## src/design/qsl_pkg.sv

```systemverilog
package qsl_pkg;

    localparam int DEPTH = 64;
    localparam int AW    = $clog2(DEPTH);
    localparam int CW    = $clog2(DEPTH + 1);
    localparam int VW    = 32;

    typedef logic [AW-1:0]        t_index;
    typedef logic [CW-1:0]        t_count;
    typedef logic signed [VW-1:0] t_value;

    typedef struct packed {
        t_index lo;
        t_index hi;
    } t_range;

endpackage

```

## src/design/qsl_if.sv

```systemverilog
interface qsl_in_if;
    logic                  valid;
    logic                  ready;
    qsl_pkg::t_value       value;
    logic                  last;

    modport source (output valid, output value, output last, input ready);
    modport sink   (input valid, input value, input last, output ready);
endinterface

interface qsl_out_if;
    logic                  valid;
    logic                  ready;
    qsl_pkg::t_value       sorted_value;
    logic                  last_out;

    modport source (output valid, output sorted_value, output last_out, input ready);
    modport sink   (input valid, input sorted_value, input last_out, output ready);
endinterface

```

## src/design/quicksort_lomuto_sorter.sv

```systemverilog
// Channel   Dir   Payload                    Handshake
// i_in      in    value[31:0], last          valid/ready
// o_out     out   sorted_value[31:0], last_out  valid/ready
//
// Loading accepts one word per cycle; ready is low from the word with last set
// until the final sorted word has been taken.
// Each partition step reads each element and compares it with the pivot, and
// each swap writes two elements, using the one read port and one write port of
// the element store; emitting reads each word and holds it until it is taken.
// Reset (synchronous, active low) empties the store and the range stack.
module quicksort_lomuto_sorter (
    input  logic         i_clk,
    input  logic         i_rst_n,
    qsl_in_if.sink       i_in,
    qsl_out_if.source    o_out
);
    import qsl_pkg::*;

    localparam logic [3:0] S_IDLE  = 4'd0;
    localparam logic [3:0] S_START = 4'd1;
    localparam logic [3:0] S_POP   = 4'd2;
    localparam logic [3:0] S_RANGE = 4'd3;
    localparam logic [3:0] S_PIV   = 4'd4;
    localparam logic [3:0] S_RD    = 4'd5;
    localparam logic [3:0] S_CMP   = 4'd6;
    localparam logic [3:0] S_SW1   = 4'd7;
    localparam logic [3:0] S_SW2   = 4'd8;
    localparam logic [3:0] S_FIN1  = 4'd9;
    localparam logic [3:0] S_FIN2  = 4'd10;
    localparam logic [3:0] S_PUSH2 = 4'd11;
    localparam logic [3:0] S_ORD   = 4'd12;
    localparam logic [3:0] S_OWAIT = 4'd13;
    localparam logic [3:0] S_OHOLD = 4'd14;

    logic [3:0] r_state, n_state;
    t_count     r_count, n_count;
    t_count     r_sp, n_sp;
    t_count     r_k, n_k;
    t_index     r_lo, n_lo;
    t_index     r_hi, n_hi;
    t_index     r_j, n_j;
    t_index     r_next, n_next;
    t_value     r_pivot, n_pivot;
    t_value     r_hold, n_hold;
    t_value     r_out_value, n_out_value;
    logic       r_out_last, n_out_last;
    logic       r_out_valid, n_out_valid;

    t_value     r_mem [DEPTH];
    t_value     r_mem_q;
    t_range     r_stk [DEPTH];
    t_range     r_stk_q;

    logic       mem_we;
    t_index     mem_wa, mem_ra;
    t_value     mem_wd;
    logic       stk_we;
    t_index     stk_wa, stk_ra;
    t_range     stk_wd;
    logic       in_acc;
    logic       push_lo, push_hi;

    assign in_acc  = i_in.valid && i_in.ready;
    assign push_lo = {1'b0, r_next} > ({1'b0, r_lo} + 1'b1);
    assign push_hi = ({1'b0, r_next} + 1'b1) < {1'b0, r_hi};

    assign i_in.ready         = (r_state == S_IDLE);
    assign o_out.valid        = r_out_valid;
    assign o_out.sorted_value = r_out_value;
    assign o_out.last_out     = r_out_last;

    always_comb begin
        n_state     = r_state;
        n_count     = r_count;
        n_sp        = r_sp;
        n_k         = r_k;
        n_lo        = r_lo;
        n_hi        = r_hi;
        n_j         = r_j;
        n_next      = r_next;
        n_pivot     = r_pivot;
        n_hold      = r_hold;
        n_out_value = r_out_value;
        n_out_last  = r_out_last;
        n_out_valid = r_out_valid;
        mem_we      = 1'b0;
        mem_wa      = r_next;
        mem_wd      = r_hold;
        mem_ra      = r_j;
        stk_we      = 1'b0;
        stk_wa      = r_sp[AW-1:0];
        stk_wd      = '{lo: r_lo, hi: r_hi};
        stk_ra      = r_sp[AW-1:0];

        unique case (r_state)
            S_IDLE: begin
                if (in_acc) begin
                    if (r_count < t_count'(DEPTH)) begin
                        mem_we  = 1'b1;
                        mem_wa  = r_count[AW-1:0];
                        mem_wd  = i_in.value;
                        n_count = r_count + 1'b1;
                    end
                    if (i_in.last) begin
                        n_state = S_START;
                    end
                end
            end
            S_START: begin
                n_k = '0;
                if (r_count < t_count'(2)) begin
                    n_state = S_ORD;
                end else begin
                    stk_we  = 1'b1;
                    stk_wa  = '0;
                    stk_wd  = '{lo: '0, hi: t_index'(r_count - 1'b1)};
                    n_sp    = t_count'(1);
                    n_state = S_POP;
                end
            end
            S_POP: begin
                if (r_sp == '0) begin
                    n_k     = '0;
                    n_state = S_ORD;
                end else begin
                    stk_ra  = t_index'(r_sp - 1'b1);
                    n_sp    = r_sp - 1'b1;
                    n_state = S_RANGE;
                end
            end
            S_RANGE: begin
                n_lo    = r_stk_q.lo;
                n_hi    = r_stk_q.hi;
                mem_ra  = r_stk_q.hi;
                n_state = S_PIV;
            end
            S_PIV: begin
                n_pivot = r_mem_q;
                n_j     = r_lo;
                n_next  = r_lo;
                n_state = S_RD;
            end
            S_RD: begin
                if (r_j == r_hi) begin
                    mem_ra  = r_next;
                    n_state = S_FIN1;
                end else begin
                    mem_ra  = r_j;
                    n_state = S_CMP;
                end
            end
            S_CMP: begin
                if (r_mem_q <= r_pivot) begin
                    if (r_next == r_j) begin
                        n_next  = r_next + 1'b1;
                        n_j     = r_j + 1'b1;
                        n_state = S_RD;
                    end else begin
                        n_hold  = r_mem_q;
                        mem_ra  = r_next;
                        n_state = S_SW1;
                    end
                end else begin
                    n_j     = r_j + 1'b1;
                    n_state = S_RD;
                end
            end
            S_SW1: begin
                mem_we  = 1'b1;
                mem_wa  = r_next;
                mem_wd  = r_hold;
                n_hold  = r_mem_q;
                n_state = S_SW2;
            end
            S_SW2: begin
                mem_we  = 1'b1;
                mem_wa  = r_j;
                mem_wd  = r_hold;
                n_next  = r_next + 1'b1;
                n_j     = r_j + 1'b1;
                n_state = S_RD;
            end
            S_FIN1: begin
                mem_we  = 1'b1;
                mem_wa  = r_next;
                mem_wd  = r_pivot;
                n_hold  = r_mem_q;
                n_state = S_FIN2;
            end
            S_FIN2: begin
                mem_we = 1'b1;
                mem_wa = r_hi;
                mem_wd = r_hold;
                if (push_lo) begin
                    stk_we = 1'b1;
                    stk_wd = '{lo: r_lo, hi: r_next - 1'b1};
                    n_sp   = r_sp + 1'b1;
                end
                n_state = S_PUSH2;
            end
            S_PUSH2: begin
                if (push_hi) begin
                    stk_we = 1'b1;
                    stk_wd = '{lo: r_next + 1'b1, hi: r_hi};
                    n_sp   = r_sp + 1'b1;
                end
                n_state = S_POP;
            end
            S_ORD: begin
                mem_ra  = r_k[AW-1:0];
                n_state = S_OWAIT;
            end
            S_OWAIT: begin
                n_out_value = r_mem_q;
                n_out_last  = (r_k == r_count - 1'b1);
                n_out_valid = 1'b1;
                n_state     = S_OHOLD;
            end
            S_OHOLD: begin
                if (o_out.ready) begin
                    n_out_valid = 1'b0;
                    if (r_out_last) begin
                        n_count = '0;
                        n_sp    = '0;
                        n_state = S_IDLE;
                    end else begin
                        n_k     = r_k + 1'b1;
                        n_state = S_ORD;
                    end
                end
            end
            default: begin
                n_state = S_IDLE;
            end
        endcase
    end

    always_ff @(posedge i_clk) begin
        if (!i_rst_n) begin
            r_state     <= S_IDLE;
            r_count     <= '0;
            r_sp        <= '0;
            r_k         <= '0;
            r_out_valid <= 1'b0;
        end else begin
            r_state     <= n_state;
            r_count     <= n_count;
            r_sp        <= n_sp;
            r_k         <= n_k;
            r_out_valid <= n_out_valid;
        end
    end

    always_ff @(posedge i_clk) begin
        r_lo        <= n_lo;
        r_hi        <= n_hi;
        r_j         <= n_j;
        r_next      <= n_next;
        r_pivot     <= n_pivot;
        r_hold      <= n_hold;
        r_out_value <= n_out_value;
        r_out_last  <= n_out_last;
    end

    always_ff @(posedge i_clk) begin
        if (mem_we) begin
            r_mem[mem_wa] <= mem_wd;
        end
        r_mem_q <= r_mem[mem_ra];
    end

    always_ff @(posedge i_clk) begin
        if (stk_we) begin
            r_stk[stk_wa] <= stk_wd;
        end
        r_stk_q <= r_stk[stk_ra];
    end

    a_out_only_in_hold: assert property (@(posedge i_clk) disable iff (!i_rst_n)
        o_out.valid |-> (r_state == S_OHOLD))
        else $error("output word valid outside hold state");

    a_no_overlap: assert property (@(posedge i_clk) disable iff (!i_rst_n)
        !(i_in.ready && o_out.valid))
        else $error("input ready while output word pending");

    a_stack_bound: assert property (@(posedge i_clk) disable iff (!i_rst_n)
        r_sp <= t_count'(DEPTH))
        else $error("range stack overflow");

    a_last_starts: assert property (@(posedge i_clk) disable iff (!i_rst_n)
        (in_acc && i_in.last) |=> (r_state == S_START))
        else $error("last word did not start sort");

    a_count_bound: assert property (@(posedge i_clk) disable iff (!i_rst_n)
        (r_state == S_OWAIT) |-> (r_k < r_count))
        else $error("emit index beyond stored count");

endmodule

```

## src/flat_wrapper.sv

```systemverilog
// flat-port wrapper written by rule: the top's interface ports become plain ports
module quicksort_lomuto_sorter_flat import qsl_pkg::*;
  (i_clk, i_rst_n, i_in_valid, i_in_value, i_in_last, i_in_ready, o_out_valid, o_out_sorted_value, o_out_last_out, o_out_ready);
  qsl_in_if i_in_i ();
  qsl_out_if o_out_i ();
  input  logic i_clk;
  input  logic i_rst_n;
  input wire logic [$bits(i_in_i.valid)-1:0] i_in_valid;
  input wire logic [$bits(i_in_i.value)-1:0] i_in_value;
  input wire logic [$bits(i_in_i.last)-1:0] i_in_last;
  output wire logic [$bits(i_in_i.ready)-1:0] i_in_ready;
  output wire logic [$bits(o_out_i.valid)-1:0] o_out_valid;
  output wire logic [$bits(o_out_i.sorted_value)-1:0] o_out_sorted_value;
  output wire logic [$bits(o_out_i.last_out)-1:0] o_out_last_out;
  input wire logic [$bits(o_out_i.ready)-1:0] o_out_ready;
  assign i_in_i.valid = i_in_valid;
  assign i_in_i.value = i_in_value;
  assign i_in_i.last = i_in_last;
  assign i_in_ready = i_in_i.ready;
  assign o_out_valid = o_out_i.valid;
  assign o_out_sorted_value = o_out_i.sorted_value;
  assign o_out_last_out = o_out_i.last_out;
  assign o_out_i.ready = o_out_ready;
  quicksort_lomuto_sorter u_core (.i_clk(i_clk), .i_rst_n(i_rst_n), .i_in(i_in_i), .o_out(o_out_i));
endmodule
```

## config.mk

```make
export PLATFORM = sky130hd
export DESIGN_NAME = quicksort_lomuto_sorter_flat
export DESIGN_NICKNAME = d
export VERILOG_FILES = /design/src/design/qsl_pkg.sv /design/src/design/qsl_if.sv /design/src/design/quicksort_lomuto_sorter.sv /design/src/flat_wrapper.sv
export SDC_FILE = /design/constraint.sdc
export NUM_CORES = 2
export LEC_CHECK = 0
export BUFFER_PORTS_ARGS = -buffer_cell sky130_fd_sc_hd__buf_4
export CAP_MARGIN = 20
export CORE_ASPECT_RATIO = 0.75
export CORE_MARGIN = 2
export CORE_UTILIZATION = 47
export CTS_CLUSTER_SIZE = 10
export DETAILED_ROUTE_END_ITERATION = 6
export GPL_TIMING_DRIVEN = 1
export MAX_ROUTING_LAYER = met4
export PLACE_DENSITY_LB_ADDON = 0.2
export SYNTH_ARGS = -nofsm -noshare
export SYNTH_HDL_FRONTEND = slang
export SYNTH_SLANG_ARGS = --single-unit
export TNS_END_PERCENT = 10
```

## constraint.sdc

```tcl
create_clock -name i_clk -period 18.3 [get_ports i_clk]
set_clock_uncertainty 0.15 [all_clocks]
set_input_delay 0 -clock i_clk [delete_from_list [all_inputs] [get_ports i_clk]]
set_output_delay 0 -clock i_clk [all_outputs]
set_load 0.01 [all_outputs]
```

After elaboration in Yosys (flattened, before gate mapping)
Memories as Yosys holds them, arrays and structs flattened. A register that Yosys moved wholly into a read port is not among the register bits.
Cells that the tools add are included.
{"block": "word_totals", "register_bits": 147, "n_memories": 2, "input_bits": 37, "mem_bits_rw": 2816}
{"memory": "u_core.r_mem", "depth": 64, "width": 32, "read_ports": 1, "rd_clocked_by_memory_dff": 1, "wr": 1, "line": "quicksort_lomuto_sorter.sv:49", "text": "t_value r_mem [DEPTH];"}
{"memory": "u_core.r_stk", "depth": 64, "width": 12, "read_ports": 1, "rd_clocked_by_memory_dff": 1, "wr": 1, "line": "quicksort_lomuto_sorter.sv:51", "text": "t_range r_stk [DEPTH];"}
{"block": "classes", "addsub": 10, "n_reduce_logical": 20, "n_mux": 64, "order_cmp": 5, "eq_ne": 32}
{"op": "2-to-1 mux 32 bit", "count": 4}
{"op": "case mux 32 bit (2 select lines)", "count": 2}
{"op": "2-to-1 mux 6 bit", "count": 14}
{"op": "2-to-1 mux 7 bit", "count": 11}
{"op": "case mux 4 bit (14 select lines)", "count": 1}
{"op": "case mux 6 bit (3 select lines)", "count": 3}
{"op": "case mux 12 bit (3 select lines)", "count": 1}
{"op": "case mux 7 bit (5 select lines)", "count": 1}
{"op": "<= comparator 32 bit", "count": 1}
{"op": "== test 4 bit (second input constant)", "count": 7}
{"op": "2-to-1 mux 4 bit", "count": 7}
{"op": "2-to-1 mux 12 bit", "count": 2}
{"op": "case mux 6 bit (4 select lines)", "count": 1}
{"op": "adder 7 x 1 -> 7 bit (second input constant)", "count": 3}
{"op": "case mux 7 bit (3 select lines)", "count": 1}
{"op": "== test 4 x 3 -> 1 bit (second input constant)", "count": 4}
{"op": "inequality test 2 bit (second input constant)", "count": 8}
{"op": "adder 6 x 1 -> 7 bit (second input constant)", "count": 2}
{"op": "case mux 7 bit (2 select lines)", "count": 1}
{"op": "subtractor 7 x 1 -> 7 bit (second input constant)", "count": 2}
{"op": "adder 6 x 1 -> 6 bit (second input constant)", "count": 2}
{"op": "== test 6 bit", "count": 2}
{"op": "inequality test 2 x 1 -> 1 bit (second input constant)", "count": 6}
{"op": "2-to-1 mux 1 bit", "count": 10}
{"op": "other kinds (25)", "count": 35}

Depth between registers and ports, before layout
{"block": "depth", "ltp_word": 6, "ltp_mapped": 17, "mapped_depth_nobuf": 14}

Worst setup path after synthesis
Ideal clock, no wire load.
{"block": "synth_path", "path_type": "register -> register", "from": "register u_core.r_next[1]", "to": "memory u_core.r_stk[0][7] in the netlist's numbering (data pin)", "t_arrival_ps": 5003, "stages_incl_launch_ff": 13, "required_time_ps": 17448, "period_less_slack_ps": 5855, "slack_ps": 12445, "path_buffers": 1, "cell_sequence": "edfxtp_1 > clkbuf_1 > inv_1 > ha_1 > ha_1 > a21boi_0 > o21a_1 > o21a_1 > o21a_1 > o21ai_0 > nand2_1 > or3_1 > o21ai_0"}
{"item": "from (decl)", "line": "quicksort_lomuto_sorter.sv:42", "text": "t_index r_next, n_next;"}
{"item": "from (signal assigned)", "line": "quicksort_lomuto_sorter.sv:258", "text": "r_next <= n_next;"}
{"item": "to (decl)", "line": "quicksort_lomuto_sorter.sv:51"}

Worst setup path after layout
{"block": "layout_path", "from": "register u_core.r_pivot[29]", "to": "register u_core.r_mem_q[10] (read register of u_core.r_mem)"}
{"block": "layout_via", "elab_chain_len": 3}
{"item": "from (decl)", "line": "quicksort_lomuto_sorter.sv:43", "text": "t_value r_pivot, n_pivot;"}
{"item": "from (signal assigned)", "line": "quicksort_lomuto_sorter.sv:259", "text": "r_pivot <= n_pivot;"}
{"item": "<= comparator 32 bit", "line": "quicksort_lomuto_sorter.sv:153", "text": "if (r_mem_q <= r_pivot) begin"}
{"item": "2-to-1 mux 6 bit", "line": "quicksort_lomuto_sorter.sv:153"}
{"item": "case mux 6 bit (4 select lines)", "line": "quicksort_lomuto_sorter.sv:95", "text": "unique case (r_state)"}
{"item": "to (decl)", "line": "quicksort_lomuto_sorter.sv:50", "text": "t_value r_mem_q;"}
No other way between the ends.
A chain may end at the register's enable or synchronous reset.

==> flow_summary.toml <==
[synth]
async_reset_ff_frac = 0
yosys_warnings = 0
synth-main-ff-cell = "edfxtp_1"
synthTopCellsByArea = "edfxtp_1, nand2_1, mux4_2"
synth.top_cell.area_share = 0.741
syn_area_um2 = 119000
synth_common_cells = "edfxtp_1, nand2_1, nand3_1"
yosysMostFrequentCell = "edfxtp_1"
synth_seq_cells = 3007
synth_nets = 7756
syn_avg_cell_area_um2 = 15.5
synth_cells = 7666
synth.distinct_cells = 80
synth_edf_count = 2937
yosysSeqAreaShare = 0.753
yosysTopAreaCell = "edfxtp_1"

[sta]
finalSetupViolCount = 0
period_needed_ns = 8.58
slew_headroom = 0.151
holdWs_ns = -0.0227
worstMarginPinSlew_ns = 1.27
fin_crit_sh = 0.469
finalHoldViolCount = 4
rsz0062_at_grt = "false"
tns_ns = 0
max_clock_freq_mhz = 117
drv_slew = 0

[worst_hold_path]
hold_path_depth = 4
min_path_type = "input pin to flop"

[floorplanning]
fp.coreArea_um2 = 251000
dieArea_um2 = 257000
die_w_um = 585
rows = 159
pin_count = 72
initial_core_util = 0.474
die_y_um = 440

[grt]
grt_pass1_wl_mm = 503
grt_overflow = 0
grtUsageTotal = 0.282
grt_pass1_vias = 66700
grt_max_degree = 144
antenna_found_initial = 26

[detailed_routing]
avgViaCountPerCell = 6.26
routed_wl_mm = 358
wl_per_cell_um = 31.3
drt_iter0_drc = 11300
dr.pass1.iters = 6
drc = 0
vias = 71600
postRouteAntennaNets = 0

[setup_path]
cp.arrival_ns = 9.19
start_kind = "flop"
critPathMaxStageDelay_ns = 1.04
cp_max_fo = 143
reg2regPathDepth = 17
critical_path_class = "flop to flop"
crit_required_ns = 18.90
cp-end-kind = "flop"
path_cells = "inv_1, ha_1, nand3_1, nor4_2, nand4_1, o32ai_1, o2bb2ai_2, mux2i_4, buf_4, buf_12, buf_4, buf_4, mux2i_1, a32oi_1, a31oi_1, nor4_1, o2bb2ai_1"
crit_top_cell = "buf_4"
crit_slowest_cell = "nor4_1"

[cts]
htreeDepth = 5
clkSlewWorstSetupHoldPaths_ns = 0.06
clk_path_buf_depth = 4
clock_latency_ns = 0.90
ctsResizeCount = 0
cts_setup_buffers = 0
cts_tree = "done"
numCtsBuffers = 344
cts_root_buf = "clkbuf_16"
cts.sinks = 3007

[run_status]
violations = "hold timing"
status = "complete, but fails checks"

[pwr]
ir_worst_vdd_mv = 0.232
leakagePower_nw = 44.4
powerDensity_nw_per_um2 = 199

[cells_and_area]
final_nets = 8030
post-route-util = 0.538
drive_above_1_share = 0.138
area_growth_pct = 13.4

[place]
dp_hpwl_mm = 207
gp_congestion = 0.930
port-buffer-count = 71

[run]
max_cap_viol_count = 0
[registers in the layout, indices dropped and copies added, names as in the netlist]
register,cells
u_core.r_mem_q,32
u_core.r_j,6
u_core.r_k,7
u_core.r_lo,6
u_core.r_sp,7
u_core.o_out.valid,1
u_core.r_hi,6
u_core.r_state,4
u_core.r_next,6
u_core.r_pivot,32
u_core.r_stk,768
u_core.r_count,7
u_core.r_mem,2048
u_core.r_hold,32
u_core.r_stk_q,12
u_core.o_out.sorted_value,32
u_core.o_out.last_out,1
[logic make-up (layout without fill, tap and decap cells)]
group,count (synthesis),after routing,share of synthesized area
AO/OA/AOI/OAI,1010,1010,0.0614
flip-flops,3007,3007,0.753
adder cells (fa/ha/maj),54,54,0.00565
other,0,11,0
XOR/XNOR,51,51,0.00375
multiplexers,609,609,0.0716
buffers and inverters,536,918,0.0193
AND/OR/NAND/NOR,2399,2399,0.0857
[per-layer routing]
layer,vias to the layer above,part of all wire,GRT usage
met5,-,0,-
met4,0,0.025,0.0679
met3,528,0.14,0.0887
met2,4424,0.40,0.363
met1,36600,0.43,0.431
li1,30000,-,-
[cell type report]
type	instances	area, um2
fillers	20000	116000
flip-flops and latches	3007	89600
multi-input cells	4123	28200
clock buffers	434	9090
well taps	3381	4230
repair buffers	406	3360
clock inverters	20	282
inverters	58	218
diodes	11	27.5
[where the power goes]
part,switching (W),leakage (nW),internal [W]
clock,0.00260,4.55,0.00345
combinational,0.00887,12.8,0.00315
sequential,0.000173,27.1,0.00861
total,0.0116,44.4,0.0152
[critical path: cells and delay by family, from the launching register on]
family,cells,cell delay [ns]
flops,1,0.36
compound gates,5,1.62
fa+ha+maj,1,0.29
buf+inv,5,2.69
mux,2,0.89
simple gates,4,1.93
[worst paths after layout]
check	from	end	slack [ns]
setup reg to reg	u_core.r_pivot[29]	u_core.r_mem_q[10]	9.72
setup / recovery	u_core.r_pivot[29]	u_core.r_mem_q[10]	9.72
hold reg to reg	u_core.r_stk_q[7]	u_core.r_lo[1]	0.25
hold / removal	i_in_value[22]	u_core.r_mem[30][22]	-0.02
[metrics by stage]
step           area, um2  instances  total power, W  setup WS [ns]
2_1_floorplan     119000       7666          0.0154          12.45
3_3_place_gp      125000      10900          0.0204          10.20
3_5_place_dp      125000      10900          0.0206          10.05
4_1_cts           135000      11400          0.0266          10.01
5_1_grt           135000      11400          0.0277           9.51
6_report          135000      11400          0.0268           9.72
[placed cells by master (no fill, tap or decap), types with 33 or more instances in the layout]
cell type and count:
nand2_1 1458, o21ai_0 105, and2_1 43, nor2b_1 33
a22o_1 33, clkbuf_1 83, nor2_4 69, inv_1 58
mux4_2 192, and3_1 37, nor2_1 134, edfxtp_1 2937
a221oi_1 33, dlygate4sd3_1 39, a31oi_1 136, nand3_1 464
ha_1 53, dfxtp_1 70, a32o_1 64, a22oi_1 39
buf_4 343, o21ai_1 47, a32oi_1 104, a211oi_1 99
o221ai_1 34, a21oi_1 133, clkbuf_16 351, mux2i_1 405
[timing repair]
| item | CTS | global route |
|---|---|---|
| hold endpoints to repair | 577 | 0 |
| setup endpoints to repair | 0 | 0 |
| hold buffers | 39 | 0 |
No activity file was read; power rests on OpenSTA's default activity.
